===== src/design/bdg_pkg.sv =====
// Shared types, constants and helpers for the button debounce / gesture block.
// No dependencies; used by bdg_debounce, bdg_gesture and the top level.
package bdg_pkg;

  localparam int unsigned CFG_WIDTH     = 16;
  localparam int unsigned TAP_WIDTH     = 8;
  localparam int unsigned COUNT_WIDTH   = 32;
  localparam int unsigned AGE_WIDTH_DEF = 16;
  localparam int unsigned TAP_LIMIT_DEF = 255;

  localparam logic [CFG_WIDTH-1:0] DEBOUNCE_RST = 16'd3;
  localparam logic [CFG_WIDTH-1:0] HOLD_RST     = 16'd40;
  localparam logic [CFG_WIDTH-1:0] LONG_RST     = 16'd300;
  localparam logic [CFG_WIDTH-1:0] SETTLE_RST   = 16'd40;

  // taps before a hold needed for the tap-hold gesture
  localparam logic [TAP_WIDTH-1:0] TAP_HOLD_MIN = 8'd2;

  typedef enum logic [1:0] {
    REG_DEBOUNCE   = 2'd0,
    REG_HOLD       = 2'd1,
    REG_LONG_LIMIT = 2'd2,
    REG_SETTLE     = 2'd3
  } cfg_reg_t;

  typedef enum logic [2:0] {
    G_NONE       = 3'd0,
    G_HOLD_BEGIN = 3'd1,
    G_HOLD_END   = 3'd2,
    G_SINGLE     = 3'd3,
    G_DOUBLE     = 3'd4,
    G_TRIPLE     = 3'd5,
    G_QUINT      = 3'd6,
    G_TAP_HOLD   = 3'd7
  } gesture_t;

  typedef struct packed {
    logic press;
    logic release_e;
  } edge_t;

  function automatic gesture_t tap_gesture(input logic [TAP_WIDTH-1:0] taps);
    gesture_t g;
    unique case (taps)
      8'd1:    g = G_SINGLE;
      8'd2:    g = G_DOUBLE;
      8'd3:    g = G_TRIPLE;
      8'd5:    g = G_QUINT;
      default: g = G_NONE;
    endcase
    return g;
  endfunction

endpackage


===== src/design/bdg_debounce.sv =====
// Debounce filter: candidate level, saturating persistence age, stable level
// and press edge counter. Uses bdg_pkg.
module bdg_debounce #(
  parameter int unsigned AGE_WIDTH = bdg_pkg::AGE_WIDTH_DEF
) (
  input  logic                              clk,
  input  logic                              rst,
  input  logic                              step,
  input  logic                              level,
  input  logic [bdg_pkg::CFG_WIDTH-1:0]     debounce_ticks,
  output bdg_pkg::edge_t                    edges,
  output logic                              stable_next,
  output logic [bdg_pkg::COUNT_WIDTH-1:0]   press_count_next
);

  localparam int unsigned CMP_W = (AGE_WIDTH > bdg_pkg::CFG_WIDTH) ?
                                  AGE_WIDTH : bdg_pkg::CFG_WIDTH;
  localparam logic [AGE_WIDTH-1:0] AGE_MAX = {AGE_WIDTH{1'b1}};

  logic                              candidate_level, candidate_level_next;
  logic                              stable_level;
  logic [AGE_WIDTH-1:0]              candidate_age, candidate_age_next;
  logic [bdg_pkg::COUNT_WIDTH-1:0]   press_counter;

  always_comb begin
    candidate_level_next = candidate_level;
    candidate_age_next   = candidate_age;
    stable_next          = stable_level;
    press_count_next     = press_counter;
    edges                = '0;
    if (level != candidate_level) begin
      candidate_level_next = level;
      candidate_age_next   = '0;
    end else begin
      candidate_age_next = (candidate_age == AGE_MAX) ? AGE_MAX : candidate_age + 1'b1;
      if ((CMP_W'(candidate_age_next) > CMP_W'(debounce_ticks)) &&
          (candidate_level != stable_level)) begin
        stable_next = candidate_level;
        if (candidate_level) begin
          press_count_next = press_counter + 1'b1;
          edges.press      = 1'b1;
        end else begin
          edges.release_e = 1'b1;
        end
      end
    end
  end

  always_ff @(posedge clk) begin
    if (rst) begin
      candidate_level <= 1'b0;
      stable_level    <= 1'b0;
      candidate_age   <= '0;
      press_counter   <= '0;
    end else if (step) begin
      candidate_level <= candidate_level_next;
      stable_level    <= stable_next;
      candidate_age   <= candidate_age_next;
      press_counter   <= press_count_next;
    end
  end

endmodule


===== src/design/bdg_gesture.sv =====
// Gesture state machine: turns debounced edges into hold and tap gestures.
// Uses bdg_pkg.
module bdg_gesture #(
  parameter int unsigned AGE_WIDTH = bdg_pkg::AGE_WIDTH_DEF,
  parameter int unsigned TAP_LIMIT = bdg_pkg::TAP_LIMIT_DEF
) (
  input  logic                           clk,
  input  logic                           rst,
  input  logic                           step,
  input  bdg_pkg::edge_t                 edges,
  input  logic [bdg_pkg::CFG_WIDTH-1:0]  hold_ticks,
  input  logic [bdg_pkg::CFG_WIDTH-1:0]  long_ticks,
  input  logic [bdg_pkg::CFG_WIDTH-1:0]  settle_ticks,
  output bdg_pkg::gesture_t              gesture_next,
  output logic                           long_flag_next,
  output logic                           holding_next
);

  localparam int unsigned CMP_W = (AGE_WIDTH > bdg_pkg::CFG_WIDTH) ?
                                  AGE_WIDTH : bdg_pkg::CFG_WIDTH;
  localparam logic [AGE_WIDTH-1:0] AGE_MAX = {AGE_WIDTH{1'b1}};
  localparam logic [bdg_pkg::TAP_WIDTH-1:0] TAP_MAX = bdg_pkg::TAP_WIDTH'(TAP_LIMIT);

  typedef enum logic [3:0] {
    S_IDLE = 4'b0001,
    S_DOWN = 4'b0010,
    S_HELD = 4'b0100,
    S_TAPS = 4'b1000
  } state_t;

  state_t                          state, state_next;
  logic [bdg_pkg::TAP_WIDTH-1:0]   tap_tally, tap_tally_next;
  logic [AGE_WIDTH-1:0]            press_age, press_age_next;
  logic [AGE_WIDTH-1:0]            release_age, release_age_next;
  logic                            long_done, long_done_next;
  logic                            hold_flag;

  // Steps apply in order; later ones see the state left by earlier ones.
  always_comb begin
    press_age_next   = (press_age == AGE_MAX) ? AGE_MAX : press_age + 1'b1;
    release_age_next = (release_age == AGE_MAX) ? AGE_MAX : release_age + 1'b1;
    state_next       = state;
    tap_tally_next   = tap_tally;
    long_done_next   = long_done;
    holding_next     = hold_flag;
    gesture_next     = bdg_pkg::G_NONE;
    long_flag_next   = 1'b0;

    if (edges.press) begin
      press_age_next = '0;
      long_done_next = 1'b0;
      state_next     = S_DOWN;
    end else if (edges.release_e) begin
      release_age_next = '0;
      if (state == S_HELD) begin
        holding_next   = 1'b0;
        gesture_next   = (tap_tally >= bdg_pkg::TAP_HOLD_MIN) ?
                         bdg_pkg::G_TAP_HOLD : bdg_pkg::G_HOLD_END;
        tap_tally_next = '0;
        state_next     = S_IDLE;
      end else begin
        if (tap_tally < TAP_MAX) tap_tally_next = tap_tally + 1'b1;
        state_next = S_TAPS;
      end
    end

    if (state_next == S_DOWN &&
        CMP_W'(press_age_next) > CMP_W'(hold_ticks)) begin
      state_next   = S_HELD;
      holding_next = 1'b1;
      gesture_next = bdg_pkg::G_HOLD_BEGIN;
    end

    if (state_next == S_HELD && !long_done_next &&
        CMP_W'(press_age_next) > CMP_W'(long_ticks)) begin
      long_done_next = 1'b1;
      long_flag_next = 1'b1;
    end

    if (state_next == S_TAPS &&
        CMP_W'(release_age_next) > CMP_W'(settle_ticks)) begin
      gesture_next   = bdg_pkg::tap_gesture(tap_tally_next);
      tap_tally_next = '0;
      state_next     = S_IDLE;
    end
  end

  always_ff @(posedge clk) begin
    if (rst) begin
      state       <= S_IDLE;
      tap_tally   <= '0;
      press_age   <= '0;
      release_age <= '0;
      long_done   <= 1'b0;
      hold_flag   <= 1'b0;
    end else if (step) begin
      state       <= state_next;
      tap_tally   <= tap_tally_next;
      press_age   <= press_age_next;
      release_age <= release_age_next;
      long_done   <= long_done_next;
      hold_flag   <= holding_next;
    end
  end

endmodule


===== src/design/button_debounce_gesture_detector_core.sv =====
// Button debounce and tap/hold gesture detector, top level.
// Each accepted sample beat's result is registered onto m_tdata in the next cycle.
// Throughput: one sample per cycle; s_tready drops only while a result waits.
// Reset (rst, synchronous): filter, gesture and m_tvalid state cleared, config registers back to defaults.
// Depends on bdg_pkg, bdg_debounce, bdg_gesture.
module button_debounce_gesture_detector_core #(
  parameter int unsigned AGE_WIDTH = bdg_pkg::AGE_WIDTH_DEF,
  parameter int unsigned TAP_LIMIT = bdg_pkg::TAP_LIMIT_DEF
) (
  input  logic                           clk,
  input  logic                           rst,
  input  logic                           s_tvalid,
  output logic                           s_tready,
  input  logic [7:0]                     s_tdata,   // [0] pin_level
  output logic                           m_tvalid,
  input  logic                           m_tready,
  // [2:0] gesture, [3] long_flag, [4] pressed_now, [5] holding_now,
  // [37:6] press_total
  output logic [39:0]                    m_tdata,
  input  logic                           cfg_we,
  input  logic [1:0]                     cfg_index,
  input  logic [bdg_pkg::CFG_WIDTH-1:0]  cfg_data
);

  logic [bdg_pkg::CFG_WIDTH-1:0]    debounce_ticks, hold_ticks, long_ticks, settle_ticks;
  logic                             accept;
  bdg_pkg::edge_t                   edges;
  logic                             stable_next, long_flag_next, holding_next;
  logic [bdg_pkg::COUNT_WIDTH-1:0]  press_count_next;
  bdg_pkg::gesture_t                gesture_next;

  assign s_tready = !m_tvalid || m_tready;
  assign accept   = s_tvalid && s_tready;

  always_ff @(posedge clk) begin
    if (rst) begin
      debounce_ticks <= bdg_pkg::DEBOUNCE_RST;
      hold_ticks     <= bdg_pkg::HOLD_RST;
      long_ticks     <= bdg_pkg::LONG_RST;
      settle_ticks   <= bdg_pkg::SETTLE_RST;
    end else if (cfg_we) begin
      unique case (bdg_pkg::cfg_reg_t'(cfg_index))
        bdg_pkg::REG_DEBOUNCE:   debounce_ticks <= cfg_data;
        bdg_pkg::REG_HOLD:       hold_ticks     <= cfg_data;
        bdg_pkg::REG_LONG_LIMIT: long_ticks     <= cfg_data;
        bdg_pkg::REG_SETTLE:     settle_ticks   <= cfg_data;
      endcase
    end
  end

  bdg_debounce #(.AGE_WIDTH(AGE_WIDTH)) u_debounce (
    .clk              (clk),
    .rst              (rst),
    .step             (accept),
    .level            (s_tdata[0]),
    .debounce_ticks   (debounce_ticks),
    .edges            (edges),
    .stable_next      (stable_next),
    .press_count_next (press_count_next)
  );

  bdg_gesture #(.AGE_WIDTH(AGE_WIDTH), .TAP_LIMIT(TAP_LIMIT)) u_gesture (
    .clk            (clk),
    .rst            (rst),
    .step           (accept),
    .edges          (edges),
    .hold_ticks     (hold_ticks),
    .long_ticks     (long_ticks),
    .settle_ticks   (settle_ticks),
    .gesture_next   (gesture_next),
    .long_flag_next (long_flag_next),
    .holding_next   (holding_next)
  );

  // result register
  always_ff @(posedge clk) begin
    if (rst) begin
      m_tvalid <= 1'b0;
    end else if (accept) begin
      m_tvalid <= 1'b1;
    end else if (m_tready) begin
      m_tvalid <= 1'b0;
    end
  end

  always_ff @(posedge clk) begin
    if (accept) begin
      m_tdata <= {2'b00, press_count_next, holding_next, stable_next,
                  long_flag_next, gesture_next};
    end
  end

`ifndef SYNTHESIS
  // a committed hold implies the button is still down
  assert property (@(posedge clk) disable iff (rst)
    m_tvalid && m_tdata[5] |-> m_tdata[4])
    else $error("holding_now without pressed_now");

  // long flag only fires while holding
  assert property (@(posedge clk) disable iff (rst)
    m_tvalid && m_tdata[3] |-> m_tdata[5])
    else $error("long flag outside a hold");

  // hold begin always leaves the hold committed
  assert property (@(posedge clk) disable iff (rst)
    m_tvalid && m_tdata[2:0] == bdg_pkg::G_HOLD_BEGIN |-> m_tdata[5])
    else $error("hold begin without holding_now");

  // a stalled result beat stays put
  assert property (@(posedge clk) disable iff (rst)
    m_tvalid && !m_tready |=> m_tvalid && $stable(m_tdata))
    else $error("result beat changed while stalled");
`endif

endmodule

===== config.mk =====
export PLATFORM = sky130hd
export DESIGN_NAME = button_debounce_gesture_detector_core
export DESIGN_NICKNAME = d
export VERILOG_FILES = /design/src/design/bdg_pkg.sv /design/src/design/bdg_debounce.sv /design/src/design/bdg_gesture.sv /design/src/design/button_debounce_gesture_detector_core.sv
export SDC_FILE = /design/constraint.sdc
export NUM_CORES = 1
export LEC_CHECK = 0
export ABC_AREA = 1
export BUFFER_PORTS_ARGS = -buffer_cell sky130_fd_sc_hd__buf_4
export CELL_PAD_IN_SITES_DETAIL_PLACEMENT = 0
export CELL_PAD_IN_SITES_GLOBAL_PLACEMENT = 2
export CORE_ASPECT_RATIO = 2
export CORE_UTILIZATION = 36
export CTS_BUF_LIST = sky130_fd_sc_hd__clkbuf_4 sky130_fd_sc_hd__clkbuf_8 sky130_fd_sc_hd__clkbuf_16
export DETAILED_ROUTE_END_ITERATION = 12
export HOLD_SLACK_MARGIN = 0.15
export PLACE_DENSITY = 0.86
export SLEW_MARGIN = 20
export SYNTH_ARGS = -nofsm -noshare
export SYNTH_HDL_FRONTEND = slang
export SYNTH_SLANG_ARGS = --single-unit

===== constraint.sdc =====
create_clock -name clk -period 5.4 [get_ports clk]
set_input_delay 0.27 -clock clk [delete_from_list [all_inputs] [get_ports clk]]
set_output_delay 0.27 -clock clk [all_outputs]
set_load 0.05 [all_outputs]

==> impl_metrics.yaml <==
run_status:
  status: "finished, final reports clean"
critical_path:
  cp_max_fo: 10
  slowest_stage: "dfxtp_2"
  crit_type: "reg2reg"
  r2r_start: "u_debounce.candidate_age[0]"
  start_kind: "register"
  endpoint_kind: "register"
  crit_required_ns: 5.61
  path_common_cell: "nand2_1"
  slowest_delay_ns: 0.37
  r2r_cells: 33
  critPathLaunch: "u_debounce.candidate_age[0]"
  critPathArrivalTime_ns: 5.18
finish:
  final_layout_size_suffix_gt1_share_pct: 12.20
  fill_cells: 3176
  stdcell_count: 1942
  final_cell_mix: "233 x inv_1, 226 x nand2_1, 179 x a21oi_1, 159 x dfxtp_1, 145 x o21ai_0"
  fin_area_um2: 12770
  final_common_cell: "inv_1"
  antennaDiodeCount: 0
  area_growth_pct: 14.78
  fin_nets: 1662
  utilization_pct: 42.15
global_routing:
  grt_max_degree: 97
  met3_usage_pct: 3.140
  top_usage_layer: "met2"
  grt_pass1_wl_mm: 47.01
  grt_usage_pct: 19.28
  grt_use_met1_pct: 19.07
  grt-ovfl-total: 0
  grt.met2_usage_pct: 38.99
  grt_pass1_vias: 9360
  antenna_found_initial: 1
synth:
  yosys_register_bits: 199
  yosysSeqAreaShare_pct: 39.24
  synthXorXnorAreaFrac_pct: 4.409
  synth_top_family_by_area: "simple AND/OR/NAND/NOR gates"
  synth_async_sr_flop_share_pct: 0
  synthesis.area_um2: 11120
  synthCells: 1500
  synth_fa_ha_area_share_pct: 7.874
  synth_edf_count: 38
  synthDistinctLibCells: 50
  synth_compound_area_share_pct: 18.05
  yosys_warnings: 0
  yosys.area_share.simple_pct: 19.71
  synthFlopType: "dfxtp_1"
  synthMuxAreaShare_pct: 0
  synth_area_per_cell_um2: 7.415
pwr:
  p_per_area_nw_per_um2: 277.7
  switching_share_pct: 30.89
  seqPwrFrac_pct: 46.7
  p_int_w: 0.002450
  cellLeakagePower_nw: 5.684
  ir_drop_mv: 0.2138
  power_switching_w: 0.001095
  clockPowerShare_pct: 36.9
  power_frac_comb_pct: 16.4
clock_network:
  cts_made_buffers: 17
  htreeDepth: 4
  cts_root_buf: "clkbuf_16"
  cts.path.max_buffers: 2
  clk_pin_slew_worst_paths_ns: 0.08
  clk_latency_ns: 0.46
  cts_tree: "yes"
  numClockSinks: 199
place:
  dp_cells: 1892
  hpwl_mm: 21.56
  placed_cell_area_um2: 11940
  numPortBuffers: 63
  routabilityCongestion: 0.8171
drt:
  avgRoutedWirePerCell_um: 15.26
  via_per_inst: 4.937
  dr.pass1.iters: 4
  drc_errors: 0
  drtAntennaViolNets: 0
  drt-total-wl_mm: 29.64
  initialDrtViolationCount: 454
  vias: 9588
floorplanning:
  die_w_um: 126.3
  rows: 90
  die-area_um2: 31650
  dieHeight_um: 250.6
  core_region_area_um2: 30290
  ioPinCount: 73
  start_util_pct: 36.72
sta:
  tightestPinTransition_ns: 1.025
  clock.fmax_mhz: 201.4
  skew_ns: 0.01099
  finalHoldViolCount: 0
  rsz0062_at_grt: "yes"
  min_period_ns: 4.964
  fin_setup_tns_ns: 0
  report.final.slew_viol_count: 0
  timing.slew.headroom_pct: 31.47
  period_share_pct: 91.93
  setup_viol: 0
job:
  max_cap_violations: 0
worst_hold_path:
  holdPathStages: 3
  hold_class: "in2reg"
  hold_start: "cfg_data[9]"
-- synthesized netlist by cell type (2+ instances only) --
cell type,number,area share (%)
nand4_1,16,0.90
inv_2,20,0.67
nor2_4,5,0.51
nor3_2,6,0.54
nand2_1,231,7.8
a21oi_2,3,0.24
o21ai_1,23,1.0
o211ai_1,8,0.54
a31oi_1,4,0.22
edfxtp_1,38,10
xor2_1,48,3.8
nor4_2,4,0.45
dfxtp_1,161,29
nor3_1,24,1.1
xnor2_1,8,0.63
o21a_1,3,0.20
o21bai_1,4,0.27
nand3_1,47,2.1
o21ai_0,150,6.7
a21oi_1,181,8.1
nand2_2,4,0.22
a211oi_1,2,0.13
inv_1,234,7.9
a21o_1,2,0.13
nor2_1,112,3.8
nor2_2,6,0.34
clkinv_1,3,0.10
and3_1,2,0.11
nand3_2,4,0.36
nor3b_1,2,0.13
nor4_1,7,0.39
buf_2,5,0.22
clkbuf_1,43,1.5
buf_4,3,0.20
ha_1,70,7.9
nand4_4,3,0.57
-- path summary, 6_finish.rpt --
kind | slack, ns | to
setup / recovery | 0.44 | m_tdata[3]
hold / removal | 0.17 | long_ticks[9]
setup reg to reg | 0.44 | m_tdata[3]
hold reg to reg | 0.46 | debounce_ticks[13]
-- logic make-up (layout without fill, tap and decap cells) --
family,after synthesis,in the layout
AO/OA/AOI/OAI,385,385
XOR/XNOR,56,56
adder cells (fa/ha/maj),70,70
buffers and inverters,310,382
flip-flops,199,199
other,1,2
AND/OR/NAND/NOR,479,480
-- flip-flops by register name, summed over array words and instances (netlist names) --
| register | flops |
|---|---|
| u_debounce.candidate_age | 16 |
| long_ticks | 16 |
| u_debounce.press_counter | 32 |
| u_debounce.stable_level | 1 |
| u_debounce.candidate_level | 1 |
| u_gesture.state | 4 |
| u_gesture.tap_tally | 8 |
| u_gesture.press_age | 16 |
| m_tdata | 38 |
| settle_ticks | 16 |
| u_gesture.hold_flag | 1 |
| debounce_ticks | 16 |
| u_gesture.release_age | 16 |
| hold_ticks | 16 |
| u_gesture.long_done | 1 |
| m_tvalid | 1 |
-- final cells by class --
class                      count  area, um^2  share of cell area [%]
timing repair buffer          93       730.7                   5.723
clock buffer                  17       425.4                   3.332
tap                          368       460.4                   3.606
multi-input combinational    993        5655                   44.30
sequential                   199        4367                   34.20
inverter                     257       967.2                   7.575
clock inverter                15       161.4                   1.264
-- power by group through the flow --
stage	Clock [W]	Combinational, W	Sequential [W]
finish	0.00131	0.000581	0.00166
global route	0.00140	0.000656	0.00167
CTS	0.00135	0.000579	0.00166
detailed placement	0	0.000572	0.00169
global placement	0	0.000563	0.00169
floorplan	0	0.000333	0.00175
-- metrics by stage --
stage	hold WS [ns]	power (W)	worst slack [ns]
after global routing	0.1669	0.003718	-0.05318
after CTS	0.1514	0.003581	0.05340
final	0.1698	0.003546	0.4359
after floorplan	0.3832	0.002086	0.6877
after detailed placement	0.4541	0.002261	0.08147
after global placement	0.4484	0.002251	0.1188
-- metal layers --
layer / vias to the layer above / part of all wire, % / wire length (um)
met5: - / 0 / 0
met4: 0 / 2.2 / 650
met3: 31 / 2.1 / 616
met2: 120 / 57 / 16930
met1: 4406 / 39 / 11440
li1: 5031 / - / -
-- critical path, delay by kind of cell, from the launching register on --
family	cells	cell delay [ns]
flip-flops	1	0.37
buffers and inverters	7	0.72
AND/OR/NAND/NOR	19	2.30
adder cells (fa/ha/maj)	3	0.68
AO/OA/AOI/OAI	4	0.63
-- timing repair --
| action | in CTS | in global routing |
|---|---|---|
| hold buffers | 10 | 0 |
| endpoints found under the setup margin | 0 | 19 |
| buffers inserted | 0 | 7 |
| hold endpoints to repair | 27 | 0 |
| gates resized for setup | 0 | 26 |
Power figures use the tool's default switching activity.
